`src/hw/rtl/mpoc_pkg.sv`:
```
package mpoc_pkg;

    localparam int NUM_PATTERNS    = 4;
    localparam int MAX_PATTERN_LEN = 8;
    localparam int COUNT_WIDTH     = 16;

    localparam int PAT_SLOTS  = 4;
    localparam int OUT_W      = 16;
    localparam int CFG_W      = 64;
    localparam int CFG_IDX_W  = 3;
    localparam int LEN_FLD_W  = 4;
    localparam int LEN_REG_W  = PAT_SLOTS * LEN_FLD_W;
    localparam int PAT_W      = 8 * MAX_PATTERN_LEN;
    localparam int HIST_DEPTH = (MAX_PATTERN_LEN > 1) ? MAX_PATTERN_LEN - 1 : 1;
    localparam int SEEN_W     = $clog2(MAX_PATTERN_LEN + 1);
    localparam int BLK_W      = (MAX_PATTERN_LEN > 1) ? $clog2(MAX_PATTERN_LEN) : 1;

    localparam int QDEPTH = 4;
    localparam int QAW    = $clog2(QDEPTH);

    // register indexes on the config port
    localparam logic [CFG_IDX_W-1:0] CFG_PATTERN_A = 3'd0;
    localparam logic [CFG_IDX_W-1:0] CFG_LENGTHS   = 3'd4;
    localparam logic [CFG_IDX_W-1:0] CFG_CASE      = 3'd5;

    // one classified byte, front to back
    typedef struct packed {
        logic                                last;
        logic [NUM_PATTERNS-1:0]             active;
        logic [NUM_PATTERNS-1:0]             hit;
        logic [NUM_PATTERNS-1:0][BLK_W-1:0]  reload;
    } q_entry_t;

    function automatic logic [7:0] fold(input logic [7:0] c, input logic cs);
        logic [7:0] r;
        r = c;
        if (!cs && (c inside {[8'h41:8'h5A]}))
        begin
            r = c + 8'h20;
        end
        return r;
    endfunction

endpackage

```
`src/hw/rtl/mpoc_front.sv`:
```
module mpoc_front (
    input  logic                                  clk,
    input  logic                                  rst_n,
    input  logic                                  cfg_valid,
    input  logic [mpoc_pkg::CFG_IDX_W-1:0]        cfg_index,
    input  logic [mpoc_pkg::CFG_W-1:0]            cfg_data,
    input  logic                                  push,
    input  logic [7:0]                            text_byte,
    input  logic                                  last_byte,
    output mpoc_pkg::q_entry_t                    entry
);

    localparam int NP  = mpoc_pkg::NUM_PATTERNS;
    localparam int ML  = mpoc_pkg::MAX_PATTERN_LEN;
    localparam int LFW = mpoc_pkg::LEN_FLD_W;

    logic [mpoc_pkg::PAT_W-1:0]     pattern_reg [NP];
    logic [mpoc_pkg::LEN_REG_W-1:0] lengths_reg;
    logic                           case_reg;
    logic [7:0]                     hist_reg [mpoc_pkg::HIST_DEPTH];
    logic [mpoc_pkg::SEEN_W-1:0]    seen_reg;
    logic [mpoc_pkg::SEEN_W-1:0]    seen_next;

    logic [7:0]     win [ML];
    logic [7:0]     fwin [ML];
    logic [LFW-1:0] len [NP];

    // configuration registers
    for (genvar p = 0; p < NP; p++)
    begin : g_pat
        always_ff @(posedge clk or negedge rst_n)
        begin
            if (!rst_n)
            begin
                pattern_reg[p] <= '0;
            end
            else if (cfg_valid &&
                     (cfg_index == mpoc_pkg::CFG_PATTERN_A + mpoc_pkg::CFG_IDX_W'(p)))
            begin
                pattern_reg[p] <= cfg_data[mpoc_pkg::PAT_W-1:0];
            end
        end

        always_comb
        begin
            len[p] = lengths_reg[LFW*p +: LFW];
            if (len[p] > LFW'(ML))
            begin
                len[p] = LFW'(ML);
            end
        end
    end

    always_ff @(posedge clk or negedge rst_n)
    begin
        if (!rst_n)
        begin
            lengths_reg <= '0;
            case_reg    <= 1'b0;
        end
        else if (cfg_valid)
        begin
            if (cfg_index == mpoc_pkg::CFG_LENGTHS)
            begin
                lengths_reg <= cfg_data[mpoc_pkg::LEN_REG_W-1:0];
            end
            if (cfg_index == mpoc_pkg::CFG_CASE)
            begin
                case_reg <= cfg_data[0];
            end
        end
    end

    // byte history and per-text byte count
    assign seen_next = (seen_reg == mpoc_pkg::SEEN_W'(ML)) ? seen_reg : seen_reg + 1'b1;

    always_ff @(posedge clk or negedge rst_n)
    begin
        if (!rst_n)
        begin
            seen_reg <= '0;
            for (int i = 0; i < mpoc_pkg::HIST_DEPTH; i++)
            begin
                hist_reg[i] <= '0;
            end
        end
        else if (push)
        begin
            if (last_byte)
            begin
                seen_reg <= '0;
                for (int i = 0; i < mpoc_pkg::HIST_DEPTH; i++)
                begin
                    hist_reg[i] <= '0;
                end
            end
            else
            begin
                seen_reg    <= seen_next;
                hist_reg[0] <= text_byte;
                for (int i = 1; i < mpoc_pkg::HIST_DEPTH; i++)
                begin
                    hist_reg[i] <= hist_reg[i-1];
                end
            end
        end
    end

    // window: entry 0 is the incoming byte, entry j the byte j places back
    always_comb
    begin
        win[0] = text_byte;
        for (int j = 1; j < ML; j++)
        begin
            win[j] = hist_reg[j-1];
        end
        for (int j = 0; j < ML; j++)
        begin
            fwin[j] = mpoc_pkg::fold(win[j], case_reg);
        end
    end

    // parallel compare of every pattern at every candidate length
    always_comb
    begin
        logic       all_eq;
        logic [7:0] pb;
        entry.last = last_byte;
        for (int p = 0; p < NP; p++)
        begin
            entry.active[p] = (len[p] != '0);
            entry.reload[p] = mpoc_pkg::BLK_W'(len[p] - 1'b1);
            entry.hit[p]    = 1'b0;
            for (int l = 1; l <= ML; l++)
            begin
                all_eq = 1'b1;
                for (int k = 0; k < l; k++)
                begin
                    pb     = mpoc_pkg::fold(pattern_reg[p][8*k +: 8], case_reg);
                    all_eq = all_eq & (fwin[l-1-k] == pb);
                end
                if (len[p] == LFW'(l))
                begin
                    entry.hit[p] = all_eq;
                end
            end
            if (LFW'(seen_next) < len[p])
            begin
                entry.hit[p] = 1'b0;
            end
        end
    end

endmodule

```
`src/hw/rtl/mpoc_queue.sv`:
```
module mpoc_queue (
    input  logic               clk,
    input  logic               rst_n,
    input  logic               push,
    input  mpoc_pkg::q_entry_t push_data,
    output logic               full,
    input  logic               pop,
    output logic               head_valid,
    output mpoc_pkg::q_entry_t head
);

    localparam int D = mpoc_pkg::QDEPTH;
    localparam int A = mpoc_pkg::QAW;

    mpoc_pkg::q_entry_t slot_reg [D];
    logic [A-1:0]       wr_ptr_reg;
    logic [A-1:0]       rd_ptr_reg;
    logic [A:0]         count_reg;

    assign full       = (count_reg == (A+1)'(D));
    assign head_valid = (count_reg != '0);
    assign head       = slot_reg[rd_ptr_reg];

    always_ff @(posedge clk)
    begin
        if (push)
        begin
            slot_reg[wr_ptr_reg] <= push_data;
        end
    end

    always_ff @(posedge clk or negedge rst_n)
    begin
        if (!rst_n)
        begin
            wr_ptr_reg <= '0;
            rd_ptr_reg <= '0;
            count_reg  <= '0;
        end
        else
        begin
            if (push)
            begin
                wr_ptr_reg <= wr_ptr_reg + 1'b1;
            end
            if (pop)
            begin
                rd_ptr_reg <= rd_ptr_reg + 1'b1;
            end
            if (push && !pop)
            begin
                count_reg <= count_reg + 1'b1;
            end
            else if (pop && !push)
            begin
                count_reg <= count_reg - 1'b1;
            end
        end
    end

`ifndef NO_ASSERTIONS
    a_count_bound: assert property (@(posedge clk) disable iff (!rst_n)
        count_reg <= (A+1)'(D))
        else $error("queue count beyond depth");

    a_no_overflow: assert property (@(posedge clk) disable iff (!rst_n)
        full |-> !push)
        else $error("push into full queue");

    a_no_underflow: assert property (@(posedge clk) disable iff (!rst_n)
        !head_valid |-> !pop)
        else $error("pop from empty queue");
`endif

endmodule

```
`src/hw/rtl/mpoc_back.sv`:
```
module mpoc_back (
    input  logic                                           clk,
    input  logic                                           rst_n,
    input  logic                                           head_valid,
    input  mpoc_pkg::q_entry_t                             head,
    output logic                                           pop,
    output logic                                           out_valid,
    input  logic                                           out_ready,
    output logic [mpoc_pkg::PAT_SLOTS*mpoc_pkg::OUT_W-1:0] out_data
);

    localparam int NP = mpoc_pkg::NUM_PATTERNS;
    localparam int CW = mpoc_pkg::COUNT_WIDTH;
    localparam int OW = mpoc_pkg::OUT_W;

    logic [mpoc_pkg::BLK_W-1:0] blocked_reg [NP];
    logic [mpoc_pkg::BLK_W-1:0] blocked_next [NP];
    logic [CW-1:0]              count_reg [NP];
    logic [CW-1:0]              count_next [NP];
    logic                       out_valid_reg;
    logic [mpoc_pkg::PAT_SLOTS*OW-1:0] out_data_reg;
    logic [mpoc_pkg::PAT_SLOTS*OW-1:0] out_data_next;
    logic                       pop_last;

    // a last entry needs the output register free
    assign pop       = head_valid && (!head.last || !out_valid_reg || out_ready);
    assign pop_last  = pop && head.last;
    assign out_valid = out_valid_reg;
    assign out_data  = out_data_reg;

    always_comb
    begin
        logic [31:0] wide;
        out_data_next = '0;
        for (int p = 0; p < NP; p++)
        begin
            blocked_next[p] = blocked_reg[p];
            count_next[p]   = count_reg[p];
            if (head.active[p])
            begin
                if (blocked_reg[p] != '0)
                begin
                    blocked_next[p] = blocked_reg[p] - 1'b1;
                end
                else if (head.hit[p])
                begin
                    if (count_reg[p] != '1)
                    begin
                        count_next[p] = count_reg[p] + 1'b1;
                    end
                    blocked_next[p] = head.reload[p];
                end
            end
            wide = 32'(count_next[p]);
            out_data_next[OW*p +: OW] = wide[OW-1:0];
        end
    end

    always_ff @(posedge clk or negedge rst_n)
    begin
        if (!rst_n)
        begin
            for (int p = 0; p < NP; p++)
            begin
                blocked_reg[p] <= '0;
                count_reg[p]   <= '0;
            end
        end
        else if (pop)
        begin
            for (int p = 0; p < NP; p++)
            begin
                if (head.last)
                begin
                    blocked_reg[p] <= '0;
                    count_reg[p]   <= '0;
                end
                else
                begin
                    blocked_reg[p] <= blocked_next[p];
                    count_reg[p]   <= count_next[p];
                end
            end
        end
    end

    always_ff @(posedge clk or negedge rst_n)
    begin
        if (!rst_n)
        begin
            out_valid_reg <= 1'b0;
        end
        else if (pop_last)
        begin
            out_valid_reg <= 1'b1;
        end
        else if (out_ready)
        begin
            out_valid_reg <= 1'b0;
        end
    end

    always_ff @(posedge clk)
    begin
        if (pop_last)
        begin
            out_data_reg <= out_data_next;
        end
    end

`ifndef NO_ASSERTIONS
    a_clear_after_last: assert property (@(posedge clk) disable iff (!rst_n)
        pop_last |=> (count_reg[0] == '0) && (blocked_reg[0] == '0))
        else $error("state not cleared after last byte");

    a_result_source: assert property (@(posedge clk) disable iff (!rst_n)
        $rose(out_valid_reg) |-> $past(pop_last))
        else $error("result raised without a last byte");
`endif

endmodule

```
`src/hw/rtl/multi_pattern_occurrence_counter_unit.sv`:
```
// Multi-pattern occurrence counter.
// s_* : text bytes, one per request; s_tdata = text_byte, s_tlast = last byte of a text.
// m_* : one request per text, carrying four 16-bit counts of non-overlapping,
//       left-to-right greedy matches of patterns a..d (saturating).
// cfg_*: register writes (0..3 patterns, 4 lengths, 5 case mode); always ready; the user
//       writes them only between texts or while no byte is in flight (not enforced).
// Flow: the front stage folds case (unless case mode is set) and compares all
// patterns against an 8-byte window in the accept cycle, then pushes a match
// vector into a 4-entry queue; the back stage applies the overlap block and counts.
// Throughput: one byte per cycle sustained while the queue has room. The back
// stage only stalls on a last byte while the previous result is still unread.
// Result path: the last byte is written into the queue when accepted, and
// m_tvalid rises when the back stage pops it into the output register.
// Reset: config registers, history and counts zero, queue empty, m_tvalid low.
// Receiver stall: the result holds in the output register; bytes keep
// flowing until a second last byte reaches the back stage, then the queue
// fills and s_tready drops.
module multi_pattern_occurrence_counter_unit (
    input  logic                                   clk,
    input  logic                                   rst_n,
    // config write channel
    input  logic                                   cfg_valid,
    output logic                                   cfg_ready,
    input  logic [mpoc_pkg::CFG_IDX_W-1:0]         cfg_index,
    input  logic [mpoc_pkg::CFG_W-1:0]             cfg_data,
    // text input
    input  logic                                   s_tvalid,
    output logic                                   s_tready,
    input  logic [7:0]                             s_tdata,   // text_byte[7:0]
    input  logic                                   s_tlast,   // last_byte
    // count output
    output logic                                   m_tvalid,
    input  logic                                   m_tready,
    // count_a[15:0], count_b[31:16], count_c[47:32], count_d[63:48]
    output logic [mpoc_pkg::PAT_SLOTS*mpoc_pkg::OUT_W-1:0] m_tdata
);

    logic               push;
    logic               q_full;
    logic               q_valid;
    logic               q_pop;
    mpoc_pkg::q_entry_t front_entry;
    mpoc_pkg::q_entry_t q_head;

    // registers are plain flops, so a write can always land
    assign cfg_ready = 1'b1;
    assign s_tready  = !q_full;
    assign push      = s_tvalid && s_tready;

    mpoc_front u_front (
        .clk       (clk),
        .rst_n     (rst_n),
        .cfg_valid (cfg_valid && cfg_ready),
        .cfg_index (cfg_index),
        .cfg_data  (cfg_data),
        .push      (push),
        .text_byte (s_tdata),
        .last_byte (s_tlast),
        .entry     (front_entry)
    );

    mpoc_queue u_queue (
        .clk        (clk),
        .rst_n      (rst_n),
        .push       (push),
        .push_data  (front_entry),
        .full       (q_full),
        .pop        (q_pop),
        .head_valid (q_valid),
        .head       (q_head)
    );

    mpoc_back u_back (
        .clk        (clk),
        .rst_n      (rst_n),
        .head_valid (q_valid),
        .head       (q_head),
        .pop        (q_pop),
        .out_valid  (m_tvalid),
        .out_ready  (m_tready),
        .out_data   (m_tdata)
    );

endmodule
```
`config.mk`:
```
export PLATFORM = sky130hd
export DESIGN_NAME = multi_pattern_occurrence_counter_unit
export DESIGN_NICKNAME = d
export VERILOG_FILES = /design/src/hw/rtl/mpoc_pkg.sv /design/src/hw/rtl/mpoc_front.sv /design/src/hw/rtl/mpoc_queue.sv /design/src/hw/rtl/mpoc_back.sv /design/src/hw/rtl/multi_pattern_occurrence_counter_unit.sv
export SDC_FILE = /design/constraint.sdc
export NUM_CORES = 2
export LEC_CHECK = 0
export BUFFER_PORTS_ARGS = -buffer_cell sky130_fd_sc_hd__buf_4
export CELL_PAD_IN_SITES_DETAIL_PLACEMENT = 1
export CELL_PAD_IN_SITES_GLOBAL_PLACEMENT = 2
export CORE_UTILIZATION = 35
export CTS_BUF_LIST = sky130_fd_sc_hd__clkbuf_4
export DETAILED_ROUTE_END_ITERATION = 10
export PLACE_DENSITY_LB_ADDON = 0.1
export SYNTH_ARGS = -nofsm -noshare
export SYNTH_HDL_FRONTEND = slang
export SYNTH_SLANG_ARGS = --single-unit
```
`constraint.sdc`:
```
create_clock -name clk -period 4.8 [get_ports clk]
set_input_delay 0.24 -clock clk [delete_from_list [all_inputs] [get_ports clk]]
set_output_delay 0.24 -clock clk [all_outputs]
set_load 0.02 [all_outputs]
```
; ---- Word-level counts from Yosys, hierarchy flattened
; Memory sizes are Yosys's and may differ from the RTL's.
; Index checks and enable logic that the tools add are counted.
[word_totals]
regBits = 481
latch_bits = 0
ram_bits = 84
mem_bits_ro = 0
in_bits = 81
output_inout_bits = 67
word_cells = 720
n_memories = 1
[op_classes]
add_sub_neg = 57
multipliers = 0
n_div = 0
magnitude_cmp = 88
eq_ne = 187
shifts = 0
muxes = 125
bitwise = 112
reduce_logical = 123
[memory_table]
columns = name, depth, width, rd, rd_clocked_by_memory_dff, wr, line
row1 = u_queue.slot_reg, 4, 21, 1, 0, 1, mpoc_queue.sv:15  ; mpoc_pkg::q_entry_t slot_reg [D];
[ops]
columns = op, n
row1 = 8-bit equality test, 144
row2 = 8-bit by 6-bit adder with 8-bit output (second input constant), 40
row3 = 8-bit by 7-bit >= comparator with 1-bit output (second input constant), 40
row4 = 8-bit by 7-bit less-or-equal comparator with 1-bit output (second input constant), 40
row5 = 16-bit 2-to-1 mux, 20
row6 = 8-bit 2-to-1 mux, 40
row7 = 1-bit AND, 112
row8 = 1-bit logical AND, 89
row9 = 16-bit by 1-bit adder with 16-bit output (second input constant), 4
row10 = 4-bit by 3-bit equality test with 1-bit output (second input constant), 16
row11 = 16-bit inequality test (second input constant), 4
row12 = 56-bit 2-to-1 mux, 1
row13 = 3-bit 2-to-1 mux, 18
row14 = 1-bit 2-to-1 mux, 40
row15 = 4-bit by 2-bit equality test with 1-bit output (second input constant), 8
row16 = 3-bit nonzero test, 9
row17 = 3-bit by 1-bit subtractor with 3-bit output (second input constant), 9
row18 = 4-bit 2-to-1 mux, 6
row19 = 4-bit equality test (second input constant), 5
row20 = 4-bit by 1-bit equality test with 1-bit output (second input constant), 4
row21 = 4-bit > comparator (second input constant), 4
row22 = 4-bit < comparator, 4
row23 = 4-bit nonzero test, 4
row24 = 3-bit AND reduction, 4
row25 = other kinds (11), 27

; ---- Logic depth before layout (Yosys ltp)
[logic_depth]
word_depth = 14
mapped_depth = 14
ltp_nobuf = 12

; ---- Modules after synthesis
; A second synthesis with hierarchy kept.
[unflattened]
hier_cells = 4268
hier_area_um2 = 41686.2
[modules_own_cells]
columns = mod, n_inst, cells_each, area_each_um2, seq_area_each_um2
row1 = mpoc_front, 1, 3390, 30703.2, 8333.0
row2 = mpoc_back, 1, 730, 7502.2, 3848.7
row3 = mpoc_queue, 1, 144, 3459.6, 2697.6
row4 = multi_pattern_occurrence_counter_unit, 1, 4, 21.3, 0.0

; ---- Worst setup path after synthesis
; OpenSTA, ideal clock, no wires.
[synth_path]
kind = reg-to-reg
from = register u_queue.rd_ptr_reg[1]
to = register u_back.out_data_reg, in the netlist u_back.out_data[0], enable pin
setup_ns = 0.487
arrival_ns = 4.197
t_required_ns = 4.313
path_slack_ns = 0.117
path_stages_with_launch = 8
n_path_buf = 2
period_less_slack_ns = 4.683
cell_sequence = dfrtp_1 mux2_2 o21ai_1 o21a_1 buf_2 inv_2 clkbuf_1 nor2_1
[synth_via]
elab_chain_len = 6
[synth_rtl]
columns = element, line
row1 = from (decl), mpoc_queue.sv:17  ; logic [A-1:0] rd_ptr_reg;
row2 = from (signal assigned), mpoc_queue.sv:48  ; rd_ptr_reg <= rd_ptr_reg + 1'b1;
row3 = memory 4 x 21 bit (*), --
row4 = 1-bit logical NOT, mpoc_back.sv:26  ; assign pop = head_valid && (!head.last || !out_valid_reg || out_ready);
row5 = 1-bit logical OR (2 in series), mpoc_back.sv:26
row6 = 1-bit logical AND, mpoc_back.sv:26
row7 = 1-bit logical AND (*), mpoc_back.sv:27  ; assign pop_last = pop && head.last;
row8 = net u_back.pop_last, mpoc_back.sv:23  ; logic pop_last;
row9 = to (signal assigned), mpoc_back.sv:107  ; out_data_reg <= out_data_next;
row10 = to (decl), mpoc_back.sv:21  ; logic [mpoc_pkg::PAT_SLOTS*OW-1:0] out_data_reg;
; The timed path passes the listed nets; every way through them passes the cells marked *.
; A chain may end at the register's enable or synchronous reset.

==> summary.md <==
| Metric | Value |
|---|---|
| Post-synth design cell area | 41,640 um^2 |
| Max Used Layer | met4 |
| Final setup fails | 0 |
| Worst setup SP type | register |
| Largest net degree at the start of global routing | between 100 and 150 |
| Layout overhead on the synthesized area | 17.42% |
| CTS tree | done |
| Synth top area cells | dfrtp_1 25%, xor2_1 13%, xnor2_1 12%, edfxtp_1 11%, mux2_2 6.6% |
| Placed cells | around 5,700 |
| Met2 routed WL | 82,820 um |
| Synth Area per Inst | ~10 um^2 |
| Die Width | 346.9 um |
| Static Leakage | 19.45 nW |
| Cells after Synth | 4,141 |
| Final wirelength | roughly 190,000 um |
| Area leader, netlist | dfrtp_1 |
| Residual DRC | 0 |
| Fin worst setup slack | 0.1716 ns |
| Syn. warnings | 0 |
| Clock buffer depth | 3 |
| Via count | 34,610 |
| Unrepaired setup endpoints after global routing | no |
| Most common cell after layout, fill and taps aside | xor2_1 |
| Commonest non-fill, non-tap cells in the layout | 611 x xor2_1, 592 x xnor2_1, 407 x dfrtp_1 |
| DRT met1 WL | 81,150 um |
| Yosys reg bits | approximately 570 |
| Initial core utilization | 35.26% |
| Setup TNS | 0 ns |
| HPWL after DPL | about 140,000 um |
| Area of the die | about 120,000 um^2 |
| Clock Skew | 0.1208 ns |
| Cell Chain, Critical Path | a21oi_1 > a31oi_4 > buf_4 > xnor2_1 > nand4_1 > nor4_1 > a2bb2oi_1 > nor3_1 > nor4_1 > buf_4 |
| Nets | 4,673 |
| Total of max-cap violations | 0 |
| Netlist cell types | 99 |
| WP data arrival | 5.63 ns |
| Critical path endpoint category | register |
| Post-route ant nets | 0 |
| Maximum VDD drop | approximately 370 uV |
| Async set-reset flop share out of synthesis | between 70% and 80% |
| Status | finished clean |
| Proportion of netlist area held by the largest area contributor | 25.06% |
| Final non-filler cell total | 6,177 |
| Placer congestion estimate | 0.9763 |
| Slowest stage delay, CP | 1.04 ns |
| WHS | 0.1877 ns |
| Final hold violations | 0 |
| Minimum clock period | 4.628 ns |
| GRT Total Usage | 30.84% |
| Most common flop cell mapped by yosys | dfrtp_1 |
| HP Class | in -> async |
| Die H | 346.9 um |
| Pre-CTS setup slack | -0.01205 ns |
| WL/cell | 30.10 um |
| First-iteration detailed-routing DRC count | 2,757 |
| Sequential-to-total area share from yosys stat | approximately 36% |
| CTS Root Cell | clkbuf_4 |
| Max reg flops | between 200 and 300 |
| Clock-pin slew on the worst setup and hold paths | 0.07 ns |
| Critical path fanouts, max | 24 |
| Setup CP Type | reg -> reg |
| Cell Rows | ~130 |
| IO Count | between 100 and 150 |
| Via density | roughly 5.6 |
| Pwr/cell area | slightly below 500 nW/um^2 |
| Met3 WL | 10,390 um |
| Reg2Reg Setup Slack | 0.17 ns |
| # clock sinks | 565 |
| Vias in the first global route | 35,530 |
| IO buf count | 146 |
| Worst rel slew slack | between 10% and 20% |
| Total gr overflow | 0 |
| First-pass DRT Iterations | 5 |
| Ratio of cells with drive above 1 in the final layout | 22.92% |
| Initial antenna violation count | 5 |
| EDFF count, synth | 148 |
| Final core utilization | 41.41% |
| F_max | 216.1 MHz |
| Worst Max-Slew Pin Slew | 1.313 ns |
| Slowest cell on crit path | a21oi_1 |
| First-pass GRT wire length | 267,400 um |
| Num CTS Buffers | 168 |
| Fin crit share | 96.42% |
| Clock latency on the worst-skew pair | 1.24 ns |
| Htree depth | 4 |
| Core box area | 118,100 um^2 |
| Data required, critical path | 5.80 ns |
| Net Count, Synth | 4,313 |
| Max-slew violations | 0 |
routing by layer:
metal | GRT usage (%) | vias to the layer above
met5 | 0 | -
li1 | - | 15280
met2 | 47.70 | 1209
met1 | 40.64 | 17800
met4 | 18.27 | 0
met3 | 4.795 | 319
worst max-delay path: cells and delay by family, from the launching register on:
kind	cells	cell delay [ns]
xor gates and xnor gates	1	0.16
AOI/OAI and AO/OA	3	1.87
DFF	1	0.76
and+or+nand+nor	4	1.01
buffers and inverters	2	0.53
cell families (layout without fill, tap and decap cells):
| kind of cell | after synthesis | count (layout) | share of synthesized area [%] |
|---|---|---|---|
| xor+xnor | 1204 | 1204 | 25.34 |
| mux | 275 | 275 | 7.951 |
| simple gates | 1024 | 1024 | 13.43 |
| compound gates | 503 | 503 | 9.270 |
| flops | 565 | 565 | 35.73 |
| other cells | 1 | 4 | 0.009006 |
| fa+ha+maj | 91 | 91 | 2.752 |
| buf+inv | 478 | 975 | 5.514 |
where the power goes:
group,total (W),internal (W),switching [W]
sequential,0.00792,0.00622,0.00170
clock,0.00491,0.00254,0.00237
combinational,0.0114,0.00455,0.00689
timing repair:
action                                  in CTS  in global routing
hold buffers                               185                  0
endpoints found under the setup margin       4                  0
endpoints found under the hold margin      872                  0
buffers inserted                             0                  0
gates resized for setup                      1                  0
Yosys cell counts (106+ instances only):
cell type and count:
xor2_1 611, xnor2_1 592, dfrtp_1 417, mux2_2 245
nand2_1 229, nand4_1 184, nor4_1 170, buf_2 156
edfxtp_1 148, o21ai_0 144, inv_1 109, clkbuf_1 106
stage by stage:
stage,cell area (um^2),power (W)
after detailed placement,44800,0.01917
final,48890,0.02428
after CTS,48890,0.02440
after global placement,44790,0.01903
after global routing,48890,0.02561
after floorplan,41640,0.01490
path summary, 6_finish.rpt:
path,startpoint,endpoint,cells past startpoint
worst max-delay path,u_front.case_reg,u_queue.slot_reg[0][15],10
worst min-delay path,rst_n,u_front.hist_reg[8],4
worst max register to register,u_front.case_reg,u_queue.slot_reg[0][15],10
worst min register to register,u_back.blocked_reg[4],u_back.blocked_reg[4],2
max in group asynchronous,rst_n,u_front.pattern_reg[190],5
min in group clk,s_tvalid,u_queue.slot_reg[2][1],3
area by class of cell:
| class | count | area, um^2 |
|---|---|---|
| inverters | 112 | 420.4 |
| diodes | 3 | 7.507 |
| repair buffers | 556 | 4837 |
| clock inverters | 52 | 300.3 |
| flip-flops and latches | 565 | 14890 |
| well taps | 1536 | 1922 |
| clock buffers | 255 | 1914 |
| multi-input cells | 3098 | 24600 |
| fillers | 13330 | 69190 |
Note: power is estimated with default switching activity, not from simulation.
